[src/hw/rtl/seeo_pkg.sv]
// shared constants, codes and types for the stack engine
package seeo_pkg;

    // stack geometry
    localparam int DEPTH  = 128;
    localparam int PTR_W  = (DEPTH > 1) ? $clog2(DEPTH) : 1;
    localparam int CNT_W  = $clog2(DEPTH + 1);
    localparam int DATA_W = 32;
    localparam int OP_W   = 3;
    localparam int ST_W   = 2;
    localparam int OCC_W  = 8;

    // opcodes
    localparam logic [OP_W-1:0] OP_PUSH          = 3'd0;
    localparam logic [OP_W-1:0] OP_POP           = 3'd1;
    localparam logic [OP_W-1:0] OP_REVERSE       = 3'd2;
    localparam logic [OP_W-1:0] OP_REMOVE_BOTTOM = 3'd3;
    localparam logic [OP_W-1:0] OP_SWAP_ENDS     = 3'd4;
    localparam logic [OP_W-1:0] OP_PUSH_SUM      = 3'd5;

    // status codes
    localparam logic [ST_W-1:0] ST_OK      = 2'd0;
    localparam logic [ST_W-1:0] ST_EMPTY   = 2'd1;
    localparam logic [ST_W-1:0] ST_FULL    = 2'd2;
    localparam logic [ST_W-1:0] ST_NOT_SUM = 2'd3;

    // memory port request from the sequencer
    typedef struct packed {
        logic              we;
        logic [PTR_W-1:0]  waddr;
        logic [DATA_W-1:0] wdata;
        logic [PTR_W-1:0]  raddr;
    } mem_req_t;

    // finished result of one transaction
    typedef struct packed {
        logic signed [DATA_W-1:0] result_value;
        logic [ST_W-1:0]          status;
        logic [OCC_W-1:0]         occupancy;
    } result_t;

endpackage

[src/hw/rtl/seeo_alu.sv]
// shared adder and equality compare used by the sequencer
module seeo_alu
    import seeo_pkg::*;
(
    input  logic [DATA_W-1:0] a,
    input  logic [DATA_W-1:0] b,
    output logic [DATA_W-1:0] sum,
    output logic              eq
);

    // wrapping add and word compare
    assign sum = a + b;
    assign eq  = (a == b);

endmodule

[config.mk]
export PLATFORM = sky130hd
export DESIGN_NAME = seeo_alu
export DESIGN_NICKNAME = d
export VERILOG_FILES = /design/src/hw/rtl/seeo_pkg.sv /design/src/hw/rtl/seeo_alu.sv
export SDC_FILE = /design/constraint.sdc
export NUM_CORES = 1
export LEC_CHECK = 0
export ABC_AREA = 1
export ABC_CLOCK_PERIOD_IN_PS = 2080
export CAP_MARGIN = 40
export CORE_UTILIZATION = 30
export DETAILED_ROUTE_END_ITERATION = 10
export DONT_BUFFER_PORTS = 1
export PLACE_DENSITY_LB_ADDON = 0.1
export SYNTH_ARGS = -nofsm -noshare
export SYNTH_HDL_FRONTEND = slang
export SYNTH_SLANG_ARGS = --single-unit
[constraint.sdc]
create_clock -name vclk -period 2.08
set_input_delay 0.312 -clock vclk [all_inputs]
set_output_delay 0.312 -clock vclk [all_outputs]
set_load 0.01 [all_outputs]
==> metrics.csv <==
metric,value,unit
outcome,completed,
final core utilization,35.1,%
element type at the critical path end,primary output,
overall routing resource usage,18.6,%
Crit-path slowest cell,sky130_fd_sc_hd__fa_2,
maximum vdd ir drop,0.127,mV
sum of net half-perimeters after detailed placement,7180,um
Via density,4.60,
portion of synthesized cell area occupied by the leading cell type,32.5,%
pre-CTS WS,0.0175,ns
Yosys top cell by area,sky130_fd_sc_hd__nand2_1,
"Slew Viols, Final",0,
cell total after placement,614,
wire length of the first global-routing pass,13000,um
number of instances in the synthesized netlist,504,
net count reported at finish,611,
count of different cell masters after synthesis,22,
overall routed net length,7990,um
Syn. warnings,0,
Relative slew margins,71.2,%
port buffer count,0,
path class of the lowest-slack min-delay path,in -> out,
WL/cell,13.0,um
layout overhead on the synthesized area,11.0,%
fraction of layout instances using a drive strength above 1,14.6,%
Die W,92.9,um
startpoint type of the worst setup path,primary input,
antenna-violating nets left,0,
height of the die,92.9,um
ratio of total power to cell area,313,nW/um^2
final number of hold-violating endpoints,0,
number of antenna violations at the first check in global routing,0,
Cell Rows,32,
area of the die,8630,sq um
"Data arrival, critical path",1.68,ns
ports placed on the boundary,97,
Slew @ Worst Pin,0.431,ns
sequential area share after synthesis,0,%
Crit Path Max Fanout,4,
fill cell count,979,
largest net degree at the start of global routing,8,
final estimated routing congestion in global placement,0.964,
1st-pass router iterations,4,
slowest cell delay on critical path,0.40,ns
f_max,0.501,GHz
CTS Hold Buffers Added,0,
Congestion Overflow GR,0,
final critical-path required period,2.00,ns
sequential cell count,0,
number of remaining DRC errors,0,
setup slack of the critical path after layout,0.0833,ns
non-filler instance count after layout,615,
total via count after detailed routing,2831,
class of the most critical setup path,in -> out,
Static Leakage,0.00176,uW
required time at the worst-slack endpoint,1.77,ns
"Net Count, Synth",600,
starting utilization of the core area,31.6,%
area of the core region,7850,sq um
count of routing violations after the opening detailed-route iteration,150,
diodes inserted,0,
number of global-route vias before repair,2750,
Max Cap Violations,0,
top cells by area in the synthesized netlist,"sky130_fd_sc_hd__nand2_1, sky130_fd_sc_hd__inv_1, sky130_fd_sc_hd__ha_1, sky130_fd_sc_hd__nor2_1, sky130_fd_sc_hd__xor2_1",
CP Cell Sequence,ha_2 > fa_2 > nand3_2 > nand3_2 > nand2_1 > nand2_2 > nand2_2 > nand2_4 > xor2_1 > buf_4,
number of clock buffers in the layout,0,
"Period Utilization, post-route",96.0,%
Sequential Area,0,sq um
area of the mapped netlist,2480,sq um
mean instance size in the synthesized netlist,4.92,sq um
final count of negative-setup-slack endpoints,0,
==> where the power goes <==
part | internal [uW] | leakage (uW) | switching (uW) | total (uW)
Combinational | 289 | 0.00176 | 573 | 862
Sequential | 0 | 0 | 0 | 0
Clock | 0 | 0 | 0 | 0
Total | 289 | 0.00176 | 573 | 862
==> logic make-up (layout without fill, tap and decap cells) <==
kind of cell	Yosys count	after routing	share of synthesized area (%)
XOR/XNOR	16	16	5.65
adder cells (fa/ha/maj)	32	32	16.4
AO/OA/AOI/OAI	23	23	5.25
AND/OR/NAND/NOR	320	320	55.5
buffers and inverters	113	122	17.2
==> critical path: cells and delay by family <==
kind                       cells  cell delay, ns
and+or+nand+nor                6            0.48
buffers and inverters          1            0.14
xor gates and xnor gates       1            0.16
adders and majority gates      2            0.58
==> metal layers <==
layer	vias up	share of wire, %	global-route usage [%]
li1	1541	-	-
met4	0	0.70	0.769
met5	-	0	0
met2	81	44	31.9
met3	6	5.3	0.821
met1	1203	50	26.7
==> path summary, 6_finish.rpt <==
kind	start	to	cells past startpoint
max	a[0]	sum[12]	10
min	b[0]	sum[0]	1
==> layout by cell type, fill, tap and decap left out, types with 7 or more instances in the layout <==
| cell | synthesis | final |
|---|---|---|
| sky130_fd_sc_hd__buf_4 | 0 | 10 |
| sky130_fd_sc_hd__inv_2 | 7 | 7 |
| sky130_fd_sc_hd__a21oi_1 | 18 | 17 |
| sky130_fd_sc_hd__ha_2 | 0 | 14 |
| sky130_fd_sc_hd__inv_1 | 105 | 105 |
| sky130_fd_sc_hd__nand2_2 | 18 | 21 |
| sky130_fd_sc_hd__nand3_1 | 22 | 21 |
| sky130_fd_sc_hd__nand2_1 | 215 | 211 |
| sky130_fd_sc_hd__nand4_1 | 7 | 7 |
| sky130_fd_sc_hd__xor2_1 | 15 | 15 |
| sky130_fd_sc_hd__nor2_1 | 39 | 35 |
| sky130_fd_sc_hd__ha_1 | 31 | 17 |
==> synth_stat cells (all sizes together) <==
cell type  instances
nand4              7
xor2              15
a21oi             20
buf                1
nor4               6
nand2            234
o21bai             2
a21o               1
nand3             27
nor2              41
xnor2              1
fa                 1
ha                31
nor3               5
inv              112
==> stage by stage <==
| stage | total power (uW) | hold slack [ns] | TNS, ns | cell area [sq um] |
|---|---|---|---|---|
| after floorplan | 630 | 0.779 | 0 | 2480 |
| after global placement | 836 | 0.792 | 0 | 2670 |
| after detailed placement | 836 | 0.795 | 0 | 2670 |
| after CTS | 840 | 0.795 | 0 | 2670 |
| after global routing | 974 | 0.793 | -0.00808 | 2750 |
| final | 862 | 0.788 | 0 | 2750 |
==> final cells by class <==
class	instances	area (sq um)	area share, %
repair buffers	10	75.1	2.73
multi-input cells	391	2130	77.4
inverters	112	420	15.3
well taps	102	128	4.63
==> timing repair <==
item,4_1_cts,5_1_grt
buffers inserted,0,1
endpoints found under the hold margin,0,0
resized for setup,0,27
endpoints found under the setup margin,0,14
(Power assumes the default switching activity.)
