===== config.mk =====
export PLATFORM = sky130hd
export DESIGN_NAME = seeo_ctrl
export DESIGN_NICKNAME = d
export VERILOG_FILES = /design/src/hw/rtl/seeo_pkg.sv /design/src/hw/rtl/seeo_ctrl.sv
export SDC_FILE = /design/constraint.sdc
export NUM_CORES = 1
export LEC_CHECK = 0
export ABC_AREA = 1
export BUFFER_PORTS_ARGS = -buffer_cell sky130_fd_sc_hd__buf_2
export CAP_MARGIN = 25
export CORE_ASPECT_RATIO = 1.75
export CORE_UTILIZATION = 24
export CTS_CLUSTER_DIAMETER = 40
export DETAILED_ROUTE_END_ITERATION = 12
export GPL_ROUTABILITY_DRIVEN = 1
export GPL_TIMING_DRIVEN = 0
export SETUP_SLACK_MARGIN = 0.1
export SYNTH_ARGS = -nofsm -noshare
export SYNTH_HDL_FRONTEND = slang
export SYNTH_SLANG_ARGS = --single-unit

===== constraint.sdc =====
create_clock -name clk -period 7.4 [get_ports clk]
set_clock_uncertainty 0.1 [all_clocks]
set_input_delay 0.37 -clock clk [delete_from_list [all_inputs] [get_ports clk]]
set_output_delay 0.37 -clock clk [all_outputs]
set_load 0.01 [all_outputs]

===== src/hw/rtl/seeo_pkg.sv =====
// shared constants, codes and types for the stack engine
package seeo_pkg;

    // stack geometry
    localparam int DEPTH  = 128;
    localparam int PTR_W  = (DEPTH > 1) ? $clog2(DEPTH) : 1;
    localparam int CNT_W  = $clog2(DEPTH + 1);
    localparam int DATA_W = 32;
    localparam int OP_W   = 3;
    localparam int ST_W   = 2;
    localparam int OCC_W  = 8;

    // opcodes
    localparam logic [OP_W-1:0] OP_PUSH          = 3'd0;
    localparam logic [OP_W-1:0] OP_POP           = 3'd1;
    localparam logic [OP_W-1:0] OP_REVERSE       = 3'd2;
    localparam logic [OP_W-1:0] OP_REMOVE_BOTTOM = 3'd3;
    localparam logic [OP_W-1:0] OP_SWAP_ENDS     = 3'd4;
    localparam logic [OP_W-1:0] OP_PUSH_SUM      = 3'd5;

    // status codes
    localparam logic [ST_W-1:0] ST_OK      = 2'd0;
    localparam logic [ST_W-1:0] ST_EMPTY   = 2'd1;
    localparam logic [ST_W-1:0] ST_FULL    = 2'd2;
    localparam logic [ST_W-1:0] ST_NOT_SUM = 2'd3;

    // memory port request from the sequencer
    typedef struct packed {
        logic              we;
        logic [PTR_W-1:0]  waddr;
        logic [DATA_W-1:0] wdata;
        logic [PTR_W-1:0]  raddr;
    } mem_req_t;

    // finished result of one transaction
    typedef struct packed {
        logic signed [DATA_W-1:0] result_value;
        logic [ST_W-1:0]          status;
        logic [OCC_W-1:0]         occupancy;
    } result_t;

endpackage


===== src/hw/rtl/seeo_ctrl.sv =====
// sequencer that walks the stack memory for each operation
module seeo_ctrl
    import seeo_pkg::*;
(
    input  logic              clk,
    input  logic              rst_n,
    input  logic              in_valid,
    output logic              in_ready,
    input  logic [OP_W-1:0]   opcode,
    input  logic [DATA_W-1:0] value,
    input  logic              out_free,
    output logic              done,
    output result_t           rslt,
    output mem_req_t          mem,
    input  logic [DATA_W-1:0] rdata,
    output logic [DATA_W-1:0] alu_a,
    output logic [DATA_W-1:0] alu_b,
    input  logic [DATA_W-1:0] alu_sum,
    input  logic              alu_eq
);

    localparam logic [3:0] S_IDLE   = 4'd0;
    localparam logic [3:0] S_EXEC   = 4'd1;
    localparam logic [3:0] S_POP_RD = 4'd2;
    localparam logic [3:0] S_SW_RA  = 4'd3;
    localparam logic [3:0] S_SW_RB  = 4'd4;
    localparam logic [3:0] S_SW_WA  = 4'd5;
    localparam logic [3:0] S_SW_WB  = 4'd6;
    localparam logic [3:0] S_RM_RD  = 4'd7;
    localparam logic [3:0] S_RM_WR  = 4'd8;
    localparam logic [3:0] S_SUM    = 4'd9;
    localparam logic [3:0] S_FINISH = 4'd10;

    localparam logic [CNT_W-1:0] CNT_FULL = CNT_W'(DEPTH);

    logic [3:0]        state_reg, state_next;
    logic [OP_W-1:0]   op_reg, op_next;
    logic [DATA_W-1:0] val_reg, val_next;
    logic [CNT_W-1:0]  cnt_reg, cnt_next;
    logic [PTR_W-1:0]  lo_reg, lo_next;
    logic [PTR_W-1:0]  hi_reg, hi_next;
    logic [CNT_W-1:0]  idx_reg, idx_next;
    logic              pend_reg, pend_next;
    logic [DATA_W-1:0] tmp_reg, tmp_next;
    logic [DATA_W-1:0] res_reg, res_next;
    logic [ST_W-1:0]   st_reg, st_next;

    // control registers
    always_ff @(posedge clk or negedge rst_n)
    begin
        if (!rst_n)
        begin
            state_reg <= S_IDLE;
            cnt_reg   <= '0;
            pend_reg  <= 1'b0;
        end
        else
        begin
            state_reg <= state_next;
            cnt_reg   <= cnt_next;
            pend_reg  <= pend_next;
        end
    end

    // working registers
    always_ff @(posedge clk)
    begin
        op_reg  <= op_next;
        val_reg <= val_next;
        lo_reg  <= lo_next;
        hi_reg  <= hi_next;
        idx_reg <= idx_next;
        tmp_reg <= tmp_next;
        res_reg <= res_next;
        st_reg  <= st_next;
    end

    // sequencer
    always_comb
    begin
        state_next = state_reg;
        op_next    = op_reg;
        val_next   = val_reg;
        cnt_next   = cnt_reg;
        lo_next    = lo_reg;
        hi_next    = hi_reg;
        idx_next   = idx_reg;
        pend_next  = pend_reg;
        tmp_next   = tmp_reg;
        res_next   = res_reg;
        st_next    = st_reg;
        in_ready   = 1'b0;
        done       = 1'b0;
        mem        = '0;
        alu_a      = res_reg;
        alu_b      = rdata;

        unique case (state_reg)
            S_IDLE:
            begin
                in_ready = 1'b1;
                if (in_valid)
                begin
                    op_next    = opcode;
                    val_next   = value;
                    res_next   = '0;
                    st_next    = ST_OK;
                    state_next = S_EXEC;
                end
            end

            S_EXEC:
            begin
                state_next = S_FINISH;
                unique case (op_reg)
                    OP_PUSH:
                    begin
                        if (cnt_reg == CNT_FULL)
                        begin
                            st_next = ST_FULL;
                        end
                        else
                        begin
                            mem.we    = 1'b1;
                            mem.waddr = cnt_reg[PTR_W-1:0];
                            mem.wdata = val_reg;
                            cnt_next  = cnt_reg + 1'b1;
                        end
                    end
                    OP_POP:
                    begin
                        if (cnt_reg == '0)
                        begin
                            st_next = ST_EMPTY;
                        end
                        else
                        begin
                            mem.raddr  = PTR_W'(cnt_reg - 1'b1);
                            cnt_next   = cnt_reg - 1'b1;
                            state_next = S_POP_RD;
                        end
                    end
                    OP_REVERSE:
                    begin
                        if (cnt_reg > CNT_W'(1))
                        begin
                            lo_next    = '0;
                            hi_next    = PTR_W'(cnt_reg - 1'b1);
                            state_next = S_SW_RA;
                        end
                    end
                    OP_REMOVE_BOTTOM:
                    begin
                        if (cnt_reg == '0)
                        begin
                            st_next = ST_EMPTY;
                        end
                        else if (cnt_reg == CNT_W'(1))
                        begin
                            cnt_next = '0;
                        end
                        else
                        begin
                            idx_next   = '0;
                            state_next = S_RM_RD;
                        end
                    end
                    OP_SWAP_ENDS:
                    begin
                        if (cnt_reg == '0)
                        begin
                            st_next = ST_EMPTY;
                        end
                        else if (cnt_reg > CNT_W'(1))
                        begin
                            lo_next    = '0;
                            hi_next    = PTR_W'(cnt_reg - 1'b1);
                            state_next = S_SW_RA;
                        end
                    end
                    OP_PUSH_SUM:
                    begin
                        res_next   = '0;
                        idx_next   = '0;
                        pend_next  = 1'b0;
                        state_next = S_SUM;
                    end
                    default:
                    begin
                        state_next = S_FINISH;
                    end
                endcase
            end

            // popped word arrives from the ram
            S_POP_RD:
            begin
                res_next   = rdata;
                state_next = S_FINISH;
            end

            // swap of two entries: read low, read high, write both
            S_SW_RA:
            begin
                mem.raddr  = lo_reg;
                state_next = S_SW_RB;
            end

            S_SW_RB:
            begin
                mem.raddr  = hi_reg;
                tmp_next   = rdata;
                state_next = S_SW_WA;
            end

            S_SW_WA:
            begin
                mem.we     = 1'b1;
                mem.waddr  = lo_reg;
                mem.wdata  = rdata;
                state_next = S_SW_WB;
            end

            S_SW_WB:
            begin
                mem.we    = 1'b1;
                mem.waddr = hi_reg;
                mem.wdata = tmp_reg;
                lo_next   = lo_reg + 1'b1;
                hi_next   = hi_reg - 1'b1;
                if ((op_reg == OP_REVERSE) && (lo_next < hi_next))
                begin
                    state_next = S_SW_RA;
                end
                else
                begin
                    state_next = S_FINISH;
                end
            end

            // shift down by one: read entry above, write it one lower
            S_RM_RD:
            begin
                mem.raddr  = PTR_W'(idx_reg + 1'b1);
                state_next = S_RM_WR;
            end

            S_RM_WR:
            begin
                mem.we    = 1'b1;
                mem.waddr = idx_reg[PTR_W-1:0];
                mem.wdata = rdata;
                idx_next  = idx_reg + 1'b1;
                if ((idx_reg + CNT_W'(2)) < cnt_reg)
                begin
                    state_next = S_RM_RD;
                end
                else
                begin
                    cnt_next   = cnt_reg - 1'b1;
                    state_next = S_FINISH;
                end
            end

            // streamed sum, one read issued per cycle
            S_SUM:
            begin
                if (pend_reg)
                begin
                    res_next = alu_sum;
                end
                else
                begin
                    alu_b = val_reg;
                end
                if (idx_reg != cnt_reg)
                begin
                    mem.raddr = idx_reg[PTR_W-1:0];
                    idx_next  = idx_reg + 1'b1;
                    pend_next = 1'b1;
                end
                else
                begin
                    pend_next = 1'b0;
                    if (!pend_reg)
                    begin
                        state_next = S_FINISH;
                        if (!alu_eq)
                        begin
                            st_next = ST_NOT_SUM;
                        end
                        else if (cnt_reg == CNT_FULL)
                        begin
                            st_next = ST_FULL;
                        end
                        else
                        begin
                            mem.we    = 1'b1;
                            mem.waddr = cnt_reg[PTR_W-1:0];
                            mem.wdata = val_reg;
                            cnt_next  = cnt_reg + 1'b1;
                        end
                    end
                end
            end

            // hand the result to the output register
            S_FINISH:
            begin
                done = out_free;
                if (out_free)
                begin
                    state_next = S_IDLE;
                end
            end

            default:
            begin
                state_next = S_IDLE;
            end
        endcase
    end

    assign rslt.result_value = res_reg;
    assign rslt.status       = st_reg;
    assign rslt.occupancy    = OCC_W'(cnt_reg);

endmodule


==> flow_metrics.py <==
metrics = {
    "layout": {
        "nets": 1420,
        "fin_area_mm2": 0.01113,
        "drive_gt1_frac": 0.2910,
        "area_delta_synth_final_pct": 34.77,
    },
    "worst_hold_path": {
        "worstHoldEndpoint": "val_reg[10]",
        "hold_class": "in -> reg",
        "holdPathStages": 1,
        "hp-start": "value[10]",
    },
    "synth": {
        "synth-simple-area-share": 0.2204,
        "synth_compound_area_frac": 0.1222,
        "syn_inst": 978,
        "syn_avg_cell_area_um2": 8.448,
        "synth-xor-area-share": 0.02650,
        "syn_area_mm2": 0.008262,
        "synthDistinctLibCells": 41,
        "async_flop_share": 0.09559,
        "synth_area_leaders": "edfxtp_1, nand2_1, inv_1",
        "yosys_warnings": 0,
        "syn-num-nets": 1104,
        "synth_ff_type": "edfxtp_1",
        "synthMuxAreaShare": 0,
        "synth-edff-count": 123,
        "ys_seq_area_frac": 0.4864,
        "netlist.area_leader.share": 0.4471,
        "synth_fa_ha_area_frac": 0.03332,
        "ys_ff_latch": 136,
        "synth_top_family_by_area": "simple AND/OR/NAND/NOR gates",
        "yosys.area.top_type": "edfxtp_1",
    },
    "critical_path": {
        "endpoint_kind": "output pin",
        "critPathLaunchType": "register",
        "required_ns": 6.93,
        "r2r-start": "cnt_reg[0]",
        "r2r-end": "cnt_reg[0]",
        "cp.arrival_ns": 3.02,
        "cpPeakStageDelay_ns": 0.72,
        "critPathSlowestCell": "dfrtp_1",
        "critPathTopFamily": "buffers and inverters",
        "cp_max_fo": 11,
        "cp.buffers_inverters": 4,
        "r2r_slack_ns": 4.30,
        "path_class": "reg -> out",
        "crit_chain": "inv_1 -> ha_1 -> nand2_1 -> nor2_1 -> nand3_1 -> buf_2 -> buf_1 -> nand3_1 -> nand2_1 -> buf_2",
        "ff2ff_path_depth": 14,
    },
    "power_and_ir_drop": {
        "leakage_nw": 5.302,
        "peakVddDrop_v": 0.0001850,
        "power.density_mw_per_mm2": 404.9,
    },
    "floorplanning": {
        "die_w_um": 142.3,
        "initial_core_util": 0.2440,
        "ios": 259,
        "die_h_um": 247.4,
        "die_area_mm2": 0.03520,
        "core_mm2": 0.03385,
        "rows": 89,
    },
    "route": {
        "avgViaCountPerCell": 4.629,
        "ant_nets": 0,
        "wl_mm": 32.16,
        "route.detailed.drc": 0,
        "met1_length_mm": 11.65,
        "via_count": 8156,
        "first_pass_iters": 5,
        "routedWlPerCell_um": 18.25,
        "route.met2.wl_mm": 17.69,
        "drtIter0Drc": 586,
        "met3_length_mm": 1.551,
        "highest_layer": "met4",
    },
    "place": {
        "placed_area_mm2": 0.01020,
        "port_buffers": 258,
        "place_congestion": 0.9506,
        "hpwl_mm": 25.33,
    },
    "clocking": {
        "htree_num_levels": 4,
        "cts_resized": 0,
        "cts_tree": "built",
        "cts_root_buf": "clkbuf_16",
        "clock_latency_ns": 0.44,
        "clockBufferDepth": 2,
        "clk_pin_slew_ns": 0.06,
        "cts_sinks": 136,
        "post-cts-setup-buffers": 0,
        "cts-buffers-inserted": 17,
    },
    "run": {
        "drv_cap": 0,
    },
    "grt": {
        "overflow": 0,
        "grt_pass1_vias": 7972,
        "antenna_found_initial": 1,
        "grt_pass1_wl_mm": 46.96,
        "grt_max_degree": 34,
        "grt.total_usage": 0.1833,
    },
    "timing": {
        "worstMarginPinSlew_ns": 0.8407,
        "period_needed_ns": 3.490,
        "rsz0062_at_grt": "false",
        "relSlewSlack": 0.4387,
        "setup_tns_ns": 0,
        "period_share": 0.4716,
        "final-max-slew-violation-count": 0,
        "setup_viol": 0,
        "hold_viol_final": 0,
        "max_freq_ghz": 0.2865,
    },
    "run_status": {
        "status": "completed",
    },
}
==> Yosys cell counts, types with 3 or more instances <==
library cell,count
buf_4,36
a21oi_1,23
ha_1,22
a22oi_1,31
nand2_1,257
o221ai_1,4
inv_1,116
nand3_1,70
xor2_1,22
nor2_4,4
edfxtp_1,123
buf_2,24
o22ai_1,14
nand4_1,8
inv_2,6
o21ai_1,4
dfrtp_1,13
nor3_1,11
xnor2_1,3
nand3_2,3
o211ai_1,4
clkbuf_1,8
nor2_1,63
o21ai_0,86
==> final cells by class <==
type / count / area, um^2
sequential: 136 / 4019
buffer: 74 / 460.4
timing repair buffer: 297 / 1693
multi-input combinational: 646 / 3349
clock buffer: 17 / 425.4
antenna: 1 / 2.502
tap: 455 / 569.3
fill: 3636 / 22720
clock inverter: 14 / 157.7
inverter: 122 / 457.9
==> per-stage QoR <==
stage / total power, mW / std cells / utilization / worst slack, ns / hold slack (ns)
after detailed placement: 3.634 / 1695 / 0.3013 / 4.337 / 0.1805
after global routing: 4.820 / 1762 / 0.3289 / 3.744 / 0.002565
final: 4.509 / 1762 / 0.3289 / 3.910 / 0.02171
after global placement: 3.576 / 1691 / 0.2990 / 1.080 / 0.1766
after floorplan: 2.704 / 978 / - / 3.315 / -0.02559
after CTS: 4.536 / 1760 / 0.3286 / 3.886 / 0.003128
==> report_power, final <==
part           switching [mW]  internal, mW  leakage (nW)
Combinational            1.45         0.816          3.69
Sequential              0.180          1.19          1.33
Clock                   0.346         0.523         0.281
Total                    1.98          2.53          5.30
==> layout by cell type, fill, tap and decap left out, types with 4 or more instances in the layout <==
cell type and n:
xor2_1 22, nand2_1 257, dlygate4sd3_1 34, ha_1 22
nor2_4 5, a21oi_1 23, o21ai_1 4, dfrtp_1 13
edfxtp_1 123, o211ai_1 4, nor3_1 11, o21ai_0 86
nor2_1 62, o221ai_1 4, o22ai_1 14, a22oi_1 31
inv_2 7, inv_1 115, clkbuf_1 8, nand3_1 70
buf_2 282, nand4_1 8, buf_4 38, clkbuf_16 17
==> logic make-up (layout without fill, tap and decap cells) <==
family	after synthesis	count (layout)
other cells	0	1
fa+ha+maj	22	22
compound gates	173	173
xor+xnor	25	25
simple gates	426	426
flops	136	136
buf+inv	196	524
==> per-layer routing <==
layer,vias up,track usage
met1,3840,0.1879
met3,71,0.03183
li1,3898,-
met4,0,0.08950
met2,347,0.3522
met5,-,0
==> worst max-delay path by stage <==
stage | from | to | cells past startpoint
detailed placement | cnt_reg[0] | cnt_reg[0] | 14
global placement | state_reg[2] | alu_a[21] | 3
finish | cnt_reg[0] | mem[18] | 10
floorplan | state_reg[2] | alu_a[0] | 3
CTS | cnt_reg[0] | mem[18] | 10
global route | cnt_reg[0] | mem[20] | 10
==> timing repair <==
item                                    4_1_cts  5_1_grt
endpoints found under the hold margin        46        0
hold buffers                                 34        0
endpoints found under the setup margin        0        0
No activity file was read; power rests on OpenSTA's default activity.
